### config.mk
export PLATFORM = sky130hd
export DESIGN_NAME = ffha_ctrl
export DESIGN_NICKNAME = d
export VERILOG_FILES = /design/src/rtl/ffha_pkg.sv /design/src/rtl/ffha_ctrl.sv
export SDC_FILE = /design/constraint.sdc
export NUM_CORES = 1
export LEC_CHECK = 0
export BUFFER_PORTS_ARGS = -buffer_cell sky130_fd_sc_hd__buf_2
export CAP_MARGIN = 10
export CORE_AREA = 2 2 39 41
export CTS_BUF_LIST = sky130_fd_sc_hd__clkbuf_4 sky130_fd_sc_hd__clkbuf_8
export DETAILED_ROUTE_END_ITERATION = 8
export DIE_AREA = 0 0 41 43
export PLACE_DENSITY_LB_ADDON = 0.2
export SYNTH_ARGS = -nofsm -noshare
export SYNTH_HDL_FRONTEND = slang
export SYNTH_SLANG_ARGS = --single-unit
### constraint.sdc
create_clock -name clk -period 2.8 [get_ports clk]
set_input_delay 0.42 -clock clk [delete_from_list [all_inputs] [get_ports clk]]
set_output_delay 0.42 -clock clk [all_outputs]
set_load 0.1 [all_outputs]
### src/rtl/ffha_pkg.sv
package ffha_pkg;
  localparam int HeapMax = 65536;
  localparam int HeaderBytes = 24;
  localparam int MinSplit = 8;
  localparam int OffW = 17;
  localparam int AddrW = 13;
  localparam int SizeW = 17;

  localparam logic [1:0] ST_DONE = 2'd0;
  localparam logic [1:0] ST_ZERO = 2'd1;
  localparam logic [1:0] ST_NOFIT = 2'd2;
  localparam logic [1:0] ST_BADFREE = 2'd3;

  localparam logic [2:0] CMD_NONE = 3'd0;
  localparam logic [2:0] CMD_INIT = 3'd1;
  localparam logic [2:0] CMD_START = 3'd2;
  localparam logic [2:0] CMD_READ = 3'd3;
  localparam logic [2:0] CMD_EVAL = 3'd4;
  localparam logic [2:0] CMD_ACT1 = 3'd5;
  localparam logic [2:0] CMD_ACT2 = 3'd6;
  localparam logic [2:0] CMD_ACT3 = 3'd7;

  typedef struct packed {
    logic       fin;
    logic       cont;
    logic [1:0] status;
  } stat_t;
endpackage

### src/rtl/ffha_ctrl.sv
module ffha_ctrl (
  input  logic            clk,
  input  logic            rst_n,
  input  logic            in_valid,
  output logic            in_ready,
  input  logic            cfg_valid,
  output logic            init_now,
  input  ffha_pkg::stat_t stat,
  output logic [2:0]      cmd,
  output logic            done
);
  localparam logic [2:0] S_INIT = 3'd0;
  localparam logic [2:0] S_IDLE = 3'd1;
  localparam logic [2:0] S_READ = 3'd2;
  localparam logic [2:0] S_EVAL = 3'd3;
  localparam logic [2:0] S_ACT1 = 3'd4;
  localparam logic [2:0] S_ACT2 = 3'd5;
  localparam logic [2:0] S_ACT3 = 3'd6;

  logic [2:0] state_r, state_nxt;

  assign in_ready = (state_r == S_IDLE);
  assign init_now = (state_r == S_INIT) || (cfg_valid && state_r == S_IDLE);

  always_comb begin
    state_nxt = state_r; cmd = ffha_pkg::CMD_NONE;
    unique case (state_r)
      S_INIT: state_nxt = S_IDLE;
      S_IDLE: if (in_valid && !cfg_valid) begin
        cmd = ffha_pkg::CMD_START; state_nxt = S_READ;
      end
      S_READ: begin cmd = ffha_pkg::CMD_READ; state_nxt = S_EVAL; end
      S_EVAL: begin
        cmd = ffha_pkg::CMD_EVAL;
        state_nxt = stat.cont ? S_ACT1 : S_EVAL;
      end
      S_ACT1: begin cmd = ffha_pkg::CMD_ACT1; state_nxt = S_ACT2; end
      S_ACT2: begin cmd = ffha_pkg::CMD_ACT2; state_nxt = S_ACT3; end
      S_ACT3: begin cmd = ffha_pkg::CMD_ACT3; state_nxt = S_IDLE; end
      default: state_nxt = S_IDLE;
    endcase
    if (stat.fin) state_nxt = S_IDLE;
  end

  assign done = stat.fin;

  always_ff @(posedge clk) begin
    if (!rst_n) state_r <= S_INIT;
    else state_r <= state_nxt;
  end
endmodule

# Word-level counts from Yosys, hierarchy flattened

Cells that the tools add are included.

Mux-type cells: 6
Bitwise operators: 1
Equal/unequal tests: 8
Reductions and logical operators: 6

Operators by type and width:

| cell                                                 | count |
|---|---|
| case mux 3 bit (6 select lines)                      | 1 |
| case mux 3 bit (5 select lines)                      | 1 |
| equality test 3 bit (second input constant)          | 3 |
| equality test 3 x 2 -> 1 bit (second input constant) | 2 |
| two-way mux 3 bit                                    | 2 |
| equality test 3 x 1 -> 1 bit (second input constant) | 1 |
| logical NOT 3 bit                                    | 1 |
| != test 3 x 1 -> 1 bit (second input constant)       | 1 |
| logical AND 1 bit                                    | 2 |
| two-way mux 2 bit                                    | 1 |
| != test 2 x 1 -> 1 bit (second input constant)       | 1 |
| OR reduction 2 bit                                   | 1 |
| logical NOT 1 bit                                    | 1 |
| logical OR 1 bit                                     | 1 |
| two-way mux 1 bit                                    | 1 |
| NOT 1 bit                                            | 1 |

Bits in registers: 3
Word-level logic and storage cells: 23
Output and inout port bits: 6
Input port bits: 8

# Logic depth before layout (Yosys ltp)

Depth after elaboration: 5
Depth in mapped cells: 4

# Least setup slack after synthesis

Ideal clock, no wire load.

Kind: reg2out
Start: reg state_r[2]
End: out init_now
Stages on the path, launching flop included: 3
Required time: 2380 ps
Data arrival time: 2704 ps
Buffers on the path: 0
Path slack: -324 ps
Path through: dfxtp_1 > nor2_1 > a21boi_0

Word-level cells in the longest chain between the ends: 3
Elaborated cells between the ends (all ways): 4
Classes of those cells: 1 x eq/ne; 3 x reduce/logical

RTL lines:

| element                      | line            | RTL |
|---|---|---|
| from (decl)                  | ffha_ctrl.sv:20 | `logic [2:0] state_r, state_nxt;` |
| from (signal assigned)       | ffha_ctrl.sv:49 | `else state_r <= state_nxt;` |
| equality test 3 x 1 -> 1 bit | ffha_ctrl.sv:23 | `assign init_now = (state_r == S_INIT) \|\| (cfg_valid && state_r == S_IDLE);` |
| logical AND 1 bit            | ffha_ctrl.sv:23 |  |
| logical OR 1 bit *           | ffha_ctrl.sv:23 |  |
| to (decl)                    | ffha_ctrl.sv:7  | `output logic init_now,` |

Mark *: on every way between the ends. The rest lies on a longest branch, timed or not.

# Final worst setup path

Start: reg state_r[0]
End: out cmd[1]

Word-level cells in the longest chain between the ends: 2
Elaborated cells between the ends (all ways): 7
Classes of those cells: 6 x eq/ne; 1 x mux

RTL lines:

| element                                     | line            | RTL |
|---|---|---|
| equality test 3 bit (tied with other cells) | ffha_ctrl.sv:27 | `unique case (state_r)` |
| case mux 3 bit (6 select lines) *           | ffha_ctrl.sv:27 |  |
| to (decl)                                   | ffha_ctrl.sv:9  | `output logic [2:0] cmd,` |

Marked as above.

==> impl_results.md <==
* Outcome: finished, final reports clean
* WL/cell at 8.65 microns
* Total Wirelength at between 400 and 500 microns
* Leak at approximately 0.00013 uW
* Area Overhead vs Synth at 43.1%
* # port buffers at 11
* Die H at ~43 microns
* Critical Path AT at approximately 1400 ps
* TritonCTS buffer count at 3
* Nets at 50
* Critical path startpoint category: flip-flop
* Placer Congestion at 0.754
* Worst EP required at around 2400 ps
* P_int at about 120 uW
* WHS at approximately 440 ps
* RSZ-0062 raised after global routing: no
* DRC at 0
* WS Path Type: flip-flop to primary output
* Vias in the first global route at about 210
* Achievable clock frequency at 537 MHz
* Worst setup EP type: primary output
* Setup Skew at roughly 0.95 ps
* CTS Sinks at 3
* Worst setup margin at ~940 ps
* Largest register FFs at 3
* Tcrit/Tclk final at 0.665
* H-tree depth at 1
* Drt via density at roughly 4.0
* Max-cap violations at 0
* Number of distinct library cells after synthesis at 18
* Min-delay worst type: input pin to flip-flop
* DRT iter0 DRCs at 3
* Power Density at 600 mW/mm^2
* Root Driver: clkbuf_4
* # hold bufs at CTS at 0
* Crit path max fanout at 10
* Mapped Cells at 28
* Register area share after synthesis at 0.287
* Core ar. at about 0.0014 sq mm
* Clock power frac at 0.472
* Clock transition at path regs at 40 ps
* TNS Setup at 0 ps
* Top flop regs: state_r x3
* Ratio of cells with drive above 1 in the final layout at 0.415
* Vias at 226
* Final Hold Vio Count at 0
* NetSw at just over 60 uW
* Synthesized cell area at 209 sq um
* Initial Utilization at 0.151
* Net Sw Frac at 0.347
* Dpl ws at 1030 ps
* ANT cells at 0
* CP max stage delay at between 400 and 500 ps
* Synth warnings at 0
* Pin count of the biggest net entering global routing at 11
* Avg Cell Area, Syn at approximately 7.5 sq um
* Total track usage at 0.0691
* Cts repair resizes at 0
* Setup violations, final at 0
* DP HPWL at ~370 microns
* Seq cells post-synth at 3
* Dominant cells by area after synthesis: dfxtp_1, buf_4, nand2_1
* Largest reg by FF count: state_r
* Slew headroom at 0.680
* Largest area contributor in the netlist: dfxtp_1
* CTS max path bufs at 2
* DR pass1 iterations at 2
* Critical path's slowest cell: dfxtp_1
* Placed Instance Area at between 200 and 300 sq um
* Post-synth top area share at 0.287
* # fillers at roughly 170
* CTS tree: built
* Fin crit period at 1860 ps
* Combinational power share at 0.265
* Synthesized Nets at 36
* Cell area after layout at ~300 sq um
* # IOs at 14
* Num rows at 14
* Sequential fraction of design power at 0.264
* Worst slew pin tran at around 480 ps
* Fin. max-slew vios at 0
* Setup Buffers After CTS at 0
* Clock latency on the worst-skew pair at 230 ps
* Crit-path cells: o211ai_1 > o21ai_1 > buf_2
* Die area at between 0.0015 and 0.002 sq mm
* Post-DRT Antenna Nets at 0
* First-pass GRT wire length at approximately 760 microns
* VDD IR-drop max at around 120 uV
* Overflow left after global routing at 0
* Die W at ~41 microns
* Initial antenna violation count at 0
## critical path: cells and delay by family (launching register included)
family                 cells  cell delay [ps]
AO/OA/AOI/OAI              2              280
buffers and inverters      1              430
flip-flops                 1              490
## synth_stat cells, drive strengths merged
library cell  instances
xnor2                 1
a21oi                 2
nor2                  2
o21ai                 2
nand4b                1
and3                  1
o211ai                1
a21boi                1
nor2b                 2
and2                  1
dfxtp                 3
inv                   2
nand3                 1
nand2b                1
nor3b                 1
nand2                 4
buf                   2
## layer usage
layer / GRT usage / up-vias / share of wire
li1: - / 117 / -
met1: 0.0767 / 102 / 0.44
met2: 0.0844 / 7 / 0.49
met3: 0 / 0 / 0.061
met4: 0.120 / 0 / 0
met5: 0 / - / 0
## final timing paths
kind / endpoint / startpoint / slack [ps] / cells after the start
worst max-delay path: cmd[1] / state_r[0]$_SDFFE_PN0P_ / 940 / 3
worst min-delay path: state_r[0]$_SDFFE_PN0P_ / rst_n / 440 / 2
worst max register to register: state_r[0]$_SDFFE_PN0P_ / state_r[0]$_SDFFE_PN0P_ / 1700 / 3
worst min register to register: state_r[2]$_SDFFE_PP0P_ / state_r[2]$_SDFFE_PP0P_ / 550 / 2
## layout make-up
cell class              instances  area, sq um  area share
multi-input cells              21          126       0.423
flip-flops and latches          3         60.1       0.201
repair buffers                 11         55.1       0.184
clock buffers                   4         30.0       0.100
well taps                      16         20.0      0.0669
inverters                       2         7.51      0.0251
## power groups by stage
stage	clock [uW]	sequential [uW]	combinational, uW
2_1_floorplan	0	45.5	42.3
3_3_place_gp	0	48.0	47.7
3_5_place_dp	0	48.0	47.7
4_1_cts	90.2	47.3	47.7
5_1_grt	93.9	47.5	49.7
6_report	84.6	47.3	47.5
## cell families after synthesis
family / after synthesis / share of synthesized area
and+or+nand+nor: 14 / 0.395
AOI/OAI and AO/OA: 6 / 0.168
buffers and inverters: 4 / 0.108
DFF: 3 / 0.287
xor gates and xnor gates: 1 / 0.0419
## cell usage in the layout, fill, tap and decap left out, types with 2 or more instances in the layout
master	count
buf_2	11
nand2_1	4
clkbuf_4	4
dfxtp_1	3
nor2_1	2
inv_1	2
a21oi_1	2
## through the flow
step                       util  instances  total power [uW]
after floorplan               -         28              87.9
after global placement    0.194         53              95.7
after detailed placement  0.194         53              95.7
after global routing      0.216         57               191
final                     0.216         57               180
after CTS                 0.216         57               185
Note: power is estimated with default switching activity, not from simulation.
